[config.mk]
export PLATFORM = sky130hd
export DESIGN_NAME = bmp24_to_rgba_decoder_unit
export DESIGN_NICKNAME = d
export VERILOG_FILES = /design/src/rtl/core/bmpdec_pkg.sv /design/src/rtl/core/bmpdec_parse.sv /design/src/rtl/core/bmp24_to_rgba_decoder_unit.sv
export SDC_FILE = /design/constraint.sdc
export NUM_CORES = 1
export LEC_CHECK = 0
export ABC_AREA = 1
export CAP_MARGIN = 20
export CORE_AREA = 2 2 218 166
export DETAILED_ROUTE_END_ITERATION = 10
export DIE_AREA = 0 0 220 168
export DONT_BUFFER_PORTS = 1
export PLACE_DENSITY_LB_ADDON = 0.3
export SLEW_MARGIN = 5
export SYNTH_ARGS = -nofsm -noshare
export SYNTH_HDL_FRONTEND = slang
export SYNTH_SLANG_ARGS = --single-unit
[constraint.sdc]
create_clock -name clk -period 4.74 [get_ports clk]
set_input_delay 0.237 -clock clk [delete_from_list [all_inputs] [get_ports clk]]
set_output_delay 0.237 -clock clk [all_outputs]
set_load 0.02 [all_outputs]
[src/rtl/core/bmpdec_pkg.sv]
// ----------------------------------------------------------------------------
// bmpdec_pkg
// Types and constants shared by the 24-bit BMP to RGBA decoder modules.
// ----------------------------------------------------------------------------
package bmpdec_pkg;

  localparam int unsigned MAX_DIM = 4096;

  localparam logic [2:0] KIND_INFO     = 3'd0;
  localparam logic [2:0] KIND_PIXEL    = 3'd1;
  localparam logic [2:0] KIND_BAD_SIG  = 3'd2;
  localparam logic [2:0] KIND_BAD_BPP  = 3'd3;
  localparam logic [2:0] KIND_TOO_BIG  = 3'd4;

  typedef enum logic [1:0] {
    PH_IDLE,
    PH_HEADER,
    PH_PIXELS,
    PH_DONE
  } phase_t;

  typedef struct packed {
    logic [7:0] data_byte;
    logic       file_start;
  } bmpdec_in_t;

  typedef struct packed {
    logic [2:0]  kind;
    logic [7:0]  red;
    logic [7:0]  green;
    logic [7:0]  blue;
    logic [7:0]  alpha;
    logic [11:0] col;
    logic [11:0] row;
    logic [12:0] tex_width;
    logic [12:0] tex_height;
    logic [12:0] image_width;
    logic [12:0] image_height;
    logic        last;
  } bmpdec_out_t;

endpackage

[src/rtl/core/bmpdec_parse.sv]
// ----------------------------------------------------------------------------
// bmpdec_parse
// Header parser and pixel assembler: consumes one file byte per step and
// produces at most one result for it.
// ----------------------------------------------------------------------------
module bmpdec_parse (
  input  logic                     clk,
  input  logic                     rst_n,
  input  logic                     step,
  input  bmpdec_pkg::bmpdec_in_t   item,
  output logic                     res_valid,
  output bmpdec_pkg::bmpdec_out_t  res
);
  import bmpdec_pkg::*;

  localparam logic [5:0] HDR_SIG_HI   = 6'd1;
  localparam logic [5:0] HDR_W_LO     = 6'd18;
  localparam logic [5:0] HDR_W_HI     = 6'd21;
  localparam logic [5:0] HDR_H_LO     = 6'd22;
  localparam logic [5:0] HDR_H_HI     = 6'd25;
  localparam logic [5:0] HDR_BPP_LO   = 6'd28;
  localparam logic [5:0] HDR_BPP_HI   = 6'd29;
  localparam logic [5:0] HDR_LAST     = 6'd53;
  localparam logic [15:0] SIGNATURE   = 16'h4D42;
  localparam logic [15:0] BPP_24      = 16'd24;
  localparam logic [7:0]  FULL        = 8'hFF;

  phase_t      phase_r, phase_nxt, phase_eff;
  logic [5:0]  hdr_cnt_r, hdr_cnt_nxt;
  logic [15:0] sig_r, sig_nxt;
  logic [31:0] width_r, width_nxt;
  logic [31:0] height_r, height_nxt;
  logic [15:0] bpp_r, bpp_nxt;
  logic [12:0] col_cnt_r, col_cnt_nxt;
  logic [12:0] frow_cnt_r, frow_cnt_nxt;
  logic [1:0]  byte_ph_r, byte_ph_nxt;
  logic [1:0]  pad_cnt_r, pad_cnt_nxt;
  logic [7:0]  held_blue_r, held_blue_nxt;
  logic [7:0]  held_green_r, held_green_nxt;

  logic        restart;
  logic        in_hdr;
  logic        in_pix;
  logic [5:0]  n;
  logic [15:0] sig_cur, bpp_cur, sig_new, bpp_new;
  logic [31:0] width_cur, height_cur;
  logic        sig_bad, bpp_bad, too_big, info_hit, empty;
  logic        px_emit, row_end, px_final, key;
  logic [12:0] col_inc, frow_inc;
  logic [11:0] row_num;

  function automatic logic [12:0] next_pow2(logic [12:0] v);
    logic [12:0] p;
    p = 13'd1 << 12;
    for (int i = 12; i >= 0; i--) begin
      if ((13'd1 << i) >= v) begin
        p = 13'd1 << i;
      end
    end
    return p;
  endfunction

  // A start mark restarts the parse with this byte as header byte zero.
  assign restart    = step && item.file_start;
  assign phase_eff  = restart ? PH_HEADER : phase_r;
  assign in_hdr     = step && (phase_eff == PH_HEADER);
  assign in_pix     = step && (phase_eff == PH_PIXELS);
  assign n          = restart ? '0 : hdr_cnt_r;
  assign sig_cur    = restart ? '0 : sig_r;
  assign bpp_cur    = restart ? '0 : bpp_r;
  assign width_cur  = restart ? '0 : width_r;
  assign height_cur = restart ? '0 : height_r;
  assign sig_new    = {item.data_byte, sig_cur[15:8]};
  assign bpp_new    = {item.data_byte, bpp_cur[15:8]};

  assign sig_bad  = in_hdr && (n == HDR_SIG_HI) && (sig_new != SIGNATURE);
  assign bpp_bad  = in_hdr && (n == HDR_BPP_HI) && (bpp_new != BPP_24);
  assign too_big  = in_hdr && (n == HDR_BPP_HI) && !bpp_bad &&
                    ((width_cur > 32'(MAX_DIM)) || (height_cur > 32'(MAX_DIM)));
  assign info_hit = in_hdr && (n >= HDR_LAST);
  assign empty    = (width_cur == '0) || (height_cur == '0);

  assign col_inc  = col_cnt_r + 13'd1;
  assign frow_inc = frow_cnt_r + 13'd1;
  assign px_emit  = in_pix && (pad_cnt_r == '0) && (byte_ph_r == 2'd2);
  assign row_end  = col_inc >= width_r[12:0];
  assign px_final = row_end && (frow_inc >= height_r[12:0]);
  assign row_num  = height_r[11:0] - 12'd1 - frow_cnt_r[11:0];
  assign key      = (item.data_byte == FULL) && (held_green_r == '0) &&
                    (held_blue_r == FULL);

  // Phase sequencing
  always_comb begin
    phase_nxt = phase_eff;
    unique case (phase_eff)
      PH_HEADER: begin
        if (sig_bad || bpp_bad || too_big) begin
          phase_nxt = PH_DONE;
        end else if (info_hit) begin
          phase_nxt = empty ? PH_DONE : PH_PIXELS;
        end
      end
      PH_PIXELS: begin
        if (px_emit && px_final) begin
          phase_nxt = PH_DONE;
        end
      end
      PH_IDLE, PH_DONE: begin
        phase_nxt = phase_eff;
      end
      default: begin
        phase_nxt = PH_IDLE;
      end
    endcase
  end

  // Field capture and pixel counters
  always_comb begin
    hdr_cnt_nxt    = hdr_cnt_r;
    sig_nxt        = sig_r;
    width_nxt      = width_r;
    height_nxt     = height_r;
    bpp_nxt        = bpp_r;
    col_cnt_nxt    = col_cnt_r;
    frow_cnt_nxt   = frow_cnt_r;
    byte_ph_nxt    = byte_ph_r;
    pad_cnt_nxt    = pad_cnt_r;
    held_blue_nxt  = held_blue_r;
    held_green_nxt = held_green_r;
    if (restart) begin
      sig_nxt      = '0;
      width_nxt    = '0;
      height_nxt   = '0;
      bpp_nxt      = '0;
      col_cnt_nxt  = '0;
      frow_cnt_nxt = '0;
      byte_ph_nxt  = '0;
      pad_cnt_nxt  = '0;
    end
    if (in_hdr) begin
      hdr_cnt_nxt = n + 6'd1;
      if (n <= HDR_SIG_HI) begin
        sig_nxt = sig_new;
      end else if ((n >= HDR_W_LO) && (n <= HDR_W_HI)) begin
        width_nxt = {item.data_byte, width_cur[31:8]};
      end else if ((n >= HDR_H_LO) && (n <= HDR_H_HI)) begin
        height_nxt = {item.data_byte, height_cur[31:8]};
      end else if ((n == HDR_BPP_LO) || (n == HDR_BPP_HI)) begin
        bpp_nxt = bpp_new;
      end else if (n >= HDR_LAST) begin
        col_cnt_nxt  = '0;
        frow_cnt_nxt = '0;
        byte_ph_nxt  = '0;
        pad_cnt_nxt  = '0;
      end
    end
    if (in_pix) begin
      if (pad_cnt_r != '0) begin
        pad_cnt_nxt = pad_cnt_r - 2'd1;
      end else if (byte_ph_r == 2'd0) begin
        held_blue_nxt = item.data_byte;
        byte_ph_nxt   = 2'd1;
      end else if (byte_ph_r == 2'd1) begin
        held_green_nxt = item.data_byte;
        byte_ph_nxt    = 2'd2;
      end else begin
        byte_ph_nxt = 2'd0;
        if (!px_final) begin
          if (row_end) begin
            col_cnt_nxt  = '0;
            frow_cnt_nxt = frow_inc;
            pad_cnt_nxt  = width_r[1:0];
          end else begin
            col_cnt_nxt = col_inc;
          end
        end
      end
    end
  end

  // Result formation
  always_comb begin
    res       = '0;
    res_valid = 1'b0;
    if (sig_bad) begin
      res_valid = 1'b1;
      res.kind  = KIND_BAD_SIG;
    end else if (bpp_bad) begin
      res_valid = 1'b1;
      res.kind  = KIND_BAD_BPP;
    end else if (too_big) begin
      res_valid = 1'b1;
      res.kind  = KIND_TOO_BIG;
    end else if (info_hit) begin
      res_valid        = 1'b1;
      res.kind         = KIND_INFO;
      res.tex_width    = next_pow2(width_cur[12:0]);
      res.tex_height   = next_pow2(height_cur[12:0]);
      res.image_width  = width_cur[12:0];
      res.image_height = height_cur[12:0];
      res.last         = empty;
    end else if (px_emit) begin
      res_valid = 1'b1;
      res.kind  = KIND_PIXEL;
      res.red   = item.data_byte;
      res.green = held_green_r;
      res.blue  = held_blue_r;
      res.alpha = key ? 8'd0 : FULL;
      res.col   = col_cnt_r[11:0];
      res.row   = row_num;
      res.last  = px_final;
    end
  end

  always_ff @(posedge clk) begin
    if (!rst_n) begin
      phase_r    <= PH_IDLE;
      hdr_cnt_r  <= '0;
      col_cnt_r  <= '0;
      frow_cnt_r <= '0;
      byte_ph_r  <= '0;
      pad_cnt_r  <= '0;
    end else begin
      phase_r    <= phase_nxt;
      hdr_cnt_r  <= hdr_cnt_nxt;
      col_cnt_r  <= col_cnt_nxt;
      frow_cnt_r <= frow_cnt_nxt;
      byte_ph_r  <= byte_ph_nxt;
      pad_cnt_r  <= pad_cnt_nxt;
    end
  end

  always_ff @(posedge clk) begin
    sig_r        <= sig_nxt;
    width_r      <= width_nxt;
    height_r     <= height_nxt;
    bpp_r        <= bpp_nxt;
    held_blue_r  <= held_blue_nxt;
    held_green_r <= held_green_nxt;
  end

endmodule

[src/rtl/core/bmp24_to_rgba_decoder_unit.sv]
// ----------------------------------------------------------------------------
// bmp24_to_rgba_decoder_unit
// Path: an accepted byte is held in the input register, then passes through
// the parser into the result register, from which its result is taken.
// Throughput: one byte per cycle while results drain; a waiting result holds
// the parser, so the input register takes one more byte and then stalls.
// Reset: synchronous, active low; clears both stages and the parse phase.
// ----------------------------------------------------------------------------
module bmp24_to_rgba_decoder_unit (
  input  logic                     clk,
  input  logic                     rst_n,
  input  logic                     in_valid,
  output logic                     in_ready,
  input  bmpdec_pkg::bmpdec_in_t   in_data,
  output logic                     out_valid,
  input  logic                     out_ready,
  output bmpdec_pkg::bmpdec_out_t  out_data
);
  import bmpdec_pkg::*;

  logic        in_valid_r;
  bmpdec_in_t  in_item_r;
  logic        out_valid_r;
  bmpdec_out_t out_item_r;
  logic        advance;
  logic        res_valid;
  bmpdec_out_t res;

  // Move the held byte through the parser whenever the result slot is free.
  assign advance   = in_valid_r && (!out_valid_r || out_ready);
  assign in_ready  = !in_valid_r || advance;
  assign out_valid = out_valid_r;
  assign out_data  = out_item_r;

  bmpdec_parse u_parse (
    .clk       (clk),
    .rst_n     (rst_n),
    .step      (advance),
    .item      (in_item_r),
    .res_valid (res_valid),
    .res       (res)
  );

  always_ff @(posedge clk) begin
    if (!rst_n) begin
      in_valid_r  <= 1'b0;
      out_valid_r <= 1'b0;
    end else begin
      if (in_ready) begin
        in_valid_r <= in_valid;
      end
      if (advance) begin
        out_valid_r <= res_valid;
      end else if (out_ready) begin
        out_valid_r <= 1'b0;
      end
    end
  end

  always_ff @(posedge clk) begin
    if (in_valid && in_ready) begin
      in_item_r <= in_data;
    end
    if (advance && res_valid) begin
      out_item_r <= res;
    end
  end

  a_no_needless_stall: assert property (@(posedge clk) disable iff (!rst_n)
    (in_valid_r && (!out_valid_r || out_ready)) |-> in_ready)
    else $error("input stage stalled with a free result slot");

  a_reset_empties: assert property (@(posedge clk)
    !rst_n |=> (!out_valid_r && !in_valid_r))
    else $error("pipeline not empty after reset");

  a_key_alpha: assert property (@(posedge clk) disable iff (!rst_n)
    (out_valid_r && (out_item_r.kind == KIND_PIXEL) && (out_item_r.alpha == 8'd0)) |->
    ((out_item_r.red == 8'hFF) && (out_item_r.green == 8'd0) && (out_item_r.blue == 8'hFF)))
    else $error("transparent pixel is not the key color");

  a_tex_covers: assert property (@(posedge clk) disable iff (!rst_n)
    (out_valid_r && (out_item_r.kind == KIND_INFO)) |->
    ((out_item_r.tex_width >= out_item_r.image_width) &&
     (out_item_r.tex_height >= out_item_r.image_height)))
    else $error("texture size below image size");

endmodule
Yosys cells after proc, flatten, opt, wreduce, memory -nomap -nowiden
Index checks and enable logic that the tools add are counted.
Word-level totals
  bits in registers: 273
  word-level logic and storage cells: 288
  input port bits: 13
Cells by class
  reduce and logical (&&, ||, !) cells: 68
  $add $sub $neg: 6
  order comparisons: 34
  multiplexer cells: 113
  bitwise operators: 4
  eq/ne operators: 12
Operators by type and width (number)
  $mux 13: 28
  $mux 32: 9
  $mux 16: 9
  $gt 32x13->1 const B: 2
  $logic_not 32->1: 2
  $mux 2: 30
  $mux 57: 1
  $reduce_or 15->1: 2
  $reduce_or 14->1: 2
  $add 13x1->13 const B: 2
  $ge 1x13->1 const A: 2
  $ge 10x13->1 const A: 2
  $ge 11x13->1 const A: 2
  $ge 12x13->1 const A: 2
  $ge 13x13->1: 2
  $ge 2x13->1 const A: 2
  $ge 3x13->1 const A: 2
  $ge 4x13->1 const A: 2
  $ge 5x13->1 const A: 2
  $ge 6x13->1 const A: 2
  $ge 7x13->1 const A: 2
  $ge 8x13->1 const A: 2
  $ge 9x13->1 const A: 2
  $reduce_or 13->1: 2
  46 further kinds: 122

Depth between registers and ports, before layout
  word-level depth: 18
  mapped depth: 21

Cells and area by module
A second synthesis with hierarchy kept.
Unflattened totals
  cell total of the unflattened synthesis: 1476
  area total of the unflattened synthesis: 12449.4 µm²
Modules (own cells, without submodules)
  bmpdec_parse: area each 8708.4 µm², cells an instance 1338, times used 1
  bmp24_to_rgba_decoder_unit: area each 3741.1 µm², cells an instance 138, times used 1

Least setup slack after synthesis
Ideal clock, no wire load.
  path type: reg-to-reg
  start point: register out_valid_r (netlist: out_valid)
  end point: register out_item_r (netlist bit out_data[0]), enable pin
  slack: -159 ps
  buffers on the path: 5
  stages on the path, launching flop included: 17
  data required time: 3737 ps
  data arrival time: 3896 ps
  library setup time: 1003 ps
  path through: dfxtp_1 > nand2_2 > nand3_2 > buf_6 > buf_6 > buf_6 > buf_4 > buf_2 > nand2_1 > inv_1 > ha_1 > inv_1 > nand2_1 > nand2_1 > nand2_1 > nand3_4 > nand4_2
Between the ends
  word-level cells in the longest chain between the ends: 16
RTL lines
  from (decl): line bmp24_to_rgba_decoder_unit.sv:23  | logic out_valid_r;
  from (signal assigned): line bmp24_to_rgba_decoder_unit.sv:53  | out_valid_r <= res_valid;
  $logic_not 1->1 (*): line bmp24_to_rgba_decoder_unit.sv:30  | assign advance = in_valid_r && (!out_valid_r || out_ready);
  $logic_or 1x1->1 (*): line bmp24_to_rgba_decoder_unit.sv:30
  $logic_and 1x1->1 (*): line bmp24_to_rgba_decoder_unit.sv:30
  branches (longest 12 deep; another with $gt 32x13->1)
  $logic_and 1x1->1 (*): line bmp24_to_rgba_decoder_unit.sv:64  | if (advance && res_valid) begin
  to (signal assigned): line bmp24_to_rgba_decoder_unit.sv:65  | out_item_r <= res;
  to (decl): line bmp24_to_rgba_decoder_unit.sv:24  | bmpdec_out_t out_item_r;
Mark *: on every way between the ends.
A chain may end at the register's enable or synchronous reset.

Worst setup path after layout
  start point: register u_parse.frow_cnt_r[0]
  end point: register u_parse.frow_cnt_r[3]
Between the ends
  word-level cells in the longest chain between the ends: 8
RTL lines
  from (decl): line bmpdec_parse.sv:35  | logic [12:0] frow_cnt_r, frow_cnt_nxt;
  from (signal assigned): line bmpdec_parse.sv:227  | frow_cnt_r <= frow_cnt_nxt;
  $add 13x1->13 (*): line bmpdec_parse.sv:84  | assign frow_inc = frow_cnt_r + 13'd1;
  $ge 13x13->1: line bmpdec_parse.sv:87  | assign px_final = row_end && (frow_inc >= height_r[12:0]);
  $logic_and 1x1->1: line bmpdec_parse.sv:87
  $mux 13 (*): line bmpdec_parse.sv:168  | if (!px_final) begin
  $mux 13 (*): line bmpdec_parse.sv:163  | end else if (byte_ph_r == 2'd1) begin
  $mux 13 (*): line bmpdec_parse.sv:160  | end else if (byte_ph_r == 2'd0) begin
  $mux 13 (*): line bmpdec_parse.sv:158  | if (pad_cnt_r != '0) begin
  $mux 13 (*): line bmpdec_parse.sv:157  | if (in_pix) begin
Mark *: on every way between the ends. The rest lies on a longest branch, timed or not.

==> metrics.txt <==
worst slack, placed 904.2 ps; Hold WS 39.95 ps; critical path peak fanout 18; Max Clk Rate 257.3 MHz; ys flop type edfxtp_1; setup ws final 852.8 ps; most frequent cells in the layout 234 x nand2_1, 177 x nor2_1, 173 x inv_1; Worst-Margin Slew 863.7 ps; leak pwr 5.732 nW; sequential-to-total area share from yosys stat 0.5224; cells after synthesis 1405; Finished Cell Area 13450 sq um; Boundary Pins 127; std cell rows 60; post-synth net total 1463; placed cell areas 12440 sq um; NumNets Final 1458; Cell Pwr Density 337.7 nW/um^2; Pins Over Slew Limit 0; outcome finished clean; final std cells w/o fill 1886; chip width 220 um; WL final 30180 um; Clock transition at path regs 60 ps; CTS root buf clkbuf_16; Post-Place Cells 1825; maximum VDD drop 0.2779 mV; commonest non-fill, non-tap cell in the layout nand2_1; Async SR Flop Fraction 0; Req. time, crit path 5220 ps; die height 168 um; syn avg cell area 8.592 sq um; worst hold path class input pin to flop; worst rel slew slack 0.4236; WS Path Type flop to flop; Setup TNS 0 ps; Total GRT Usage 0.1624; vias in the first global route 8739; unique cell type count in the Yosys netlist 49; Final Critical Period 3887 ps; Post-synth EDFFs 130; Worst Path Arrival 4370 ps; setup bufs post-CTS 0; share of layout cells above drive strength 1 0.06967; Initial Util 0.3436; ANT cells 0; area of the mapped netlist 12070 sq um; Bufs on Longest Clock Path 3; Iteration-0 DRC Markers 792; Hold Violations, Final 0; H-tree Lvls 1; drt wl/cell 16.00 um; # fillers 3595; CTS resizes 0; max_cap viols 0; Final period util 0.8201; antenna viol nets, final 0; global placer's final weighted congestion 0.8885; synth warn 0; # port buffers 0; first-pass GRT wire length 48120 um; CTS Buf Count 27; DP HPWL 21460 um; DRT Pass-1 Iters 5; Critical Path End Type flop; Setup Viol. Count Final 0; Core Footprint 35130 sq um; die area 36960 sq um; DR DRC count 0; CTS tree yes; initial antenna violation count 1; Worst-Skew Late Latency 560 ps; pin count of the biggest net entering global routing 121; GRT overflow 0; RSZ-0062 raised after global routing false; Yosys reg bits 250; Via density 4.924; CP startpoint kind flop; P&R area growth vs syn 11.40%; clk_skew 20.17 ps; vias 9286; total clock sinks 250
-- metal layers --
metal | part of all wire | global-route usage | vias up
li1 | - | - | 4672
met3 | 0.053 | 0.03089 | 29
met5 | 0 | 0 | -
met2 | 0.44 | 0.2498 | 213
met1 | 0.50 | 0.2386 | 4372
met4 | 0.015 | 0.02976 | 0
-- state kept, by name (all words and copies together) (netlist names), 6 cells and up --
| register | count |
|---|---|
| u_parse.frow_cnt_r | 13 |
| u_parse.width_r | 32 |
| u_parse.held_blue_r | 8 |
| u_parse.bpp_r | 8 |
| u_parse.sig_r | 8 |
| u_parse.height_r | 32 |
| out_data | 105 |
| u_parse.held_green_r | 8 |
| u_parse.col_cnt_r | 13 |
| u_parse.hdr_cnt_r | 6 |
| in_item_r | 9 |
-- critical path: stages, from the launching register on --
cell and delay [ps]:
dfxtp_1 410, ha_1 220, nand2_1 70, nor2_1 160
nand3_1 140, nor3_1 260, nand3_1 160, nand3b_1 200
xor2_1 190, inv_1 70, ha_1 300, nand2_1 90
nor4_1 270, o21ai_0 120, nand3_1 170, inv_1 60
nand3_1 490, inv_1 240, a21oi_1 190
-- metrics by stage --
step | power [mW] | util
after floorplan | 2.406 | -
after global placement | 2.428 | 0.3541
after detailed placement | 2.430 | 0.3541
after CTS | 4.599 | 0.3828
after global routing | 4.688 | 0.3828
final | 4.542 | 0.3828
-- worst paths after layout --
check / startpoint / endpoint / slack (ps) / cells after the start
min reg2reg: u_parse.hdr_cnt_r[3] / u_parse.hdr_cnt_r[3] / 470 / 1
max: u_parse.frow_cnt_r[0] / u_parse.frow_cnt_r[3] / 850 / 18
min: out_ready / out_valid / 40 / 5
max reg2reg: u_parse.frow_cnt_r[0] / u_parse.frow_cnt_r[3] / 850 / 18
-- report_power, final --
part | switching, mW | total [mW] | internal (mW)
Combinational | 0.0608 | 0.0856 | 0.0248
Sequential | 0.0275 | 2.31 | 2.28
Clock | 0.900 | 2.15 | 1.25
Total | 0.988 | 4.54 | 3.55
-- cells by family after synthesis --
logic type	Yosys count	share of synthesized area
AO/OA/AOI/OAI	256	0.1128
XOR/XNOR	26	0.01886
adder cells (fa/ha/maj)	45	0.04726
buffers and inverters	238	0.08312
flip-flops	250	0.5224
AND/OR/NAND/NOR	590	0.2156
-- layout make-up --
| type | count | area (sq um) | share of cell area |
|---|---|---|---|
| multi-input cells | 917 | 4783 | 0.3557 |
| clock buffers | 32 | 715.7 | 0.05322 |
| inverters | 184 | 690.7 | 0.05136 |
| well taps | 465 | 581.8 | 0.04326 |
| clock inverters | 18 | 180.2 | 0.01340 |
| flip-flops and latches | 250 | 6306 | 0.4689 |
| repair buffers | 20 | 190.2 | 0.01414 |
-- synthesized netlist by cell type, types with 3 or more instances --
library cell  instances  area, sq um
buf_2                19        95.09
a21oi_1              98        490.5
buf_1                 4        15.01
inv_2                11        41.29
o21bai_1              3        22.52
ha_1                 44        550.5
o2111ai_1             4        35.03
nand2_2              11        68.82
o21ai_0             119        595.6
nand4_1              19        118.9
nor3b_1               5        37.54
o21a_1                3        22.52
a211oi_1              4        30.03
inv_1               173        649.4
nor2_1              177        664.4
xnor2_1               3        26.28
o21ai_2               5        43.79
nor4_1                9        56.30
dfxtp_1             120         2402
nor3_2                6        60.06
clkbuf_1             15        56.30
buf_4                10        75.07
edfxtp_1            130         3904
nand2_1             234        878.3
a31oi_1               3        18.77
buf_6                 5        56.30
xor2_1               23        201.4
nor2_2                7        43.79
o21ai_1              12        60.06
nand3_1              83        415.4
nor3_1               25        125.1
-- what timing repair did --
action,in CTS,in global routing
hold endpoints to repair,27,0
hold buffers,11,0
endpoints found under the setup margin,0,0
No activity file was read; power rests on OpenSTA's default activity.
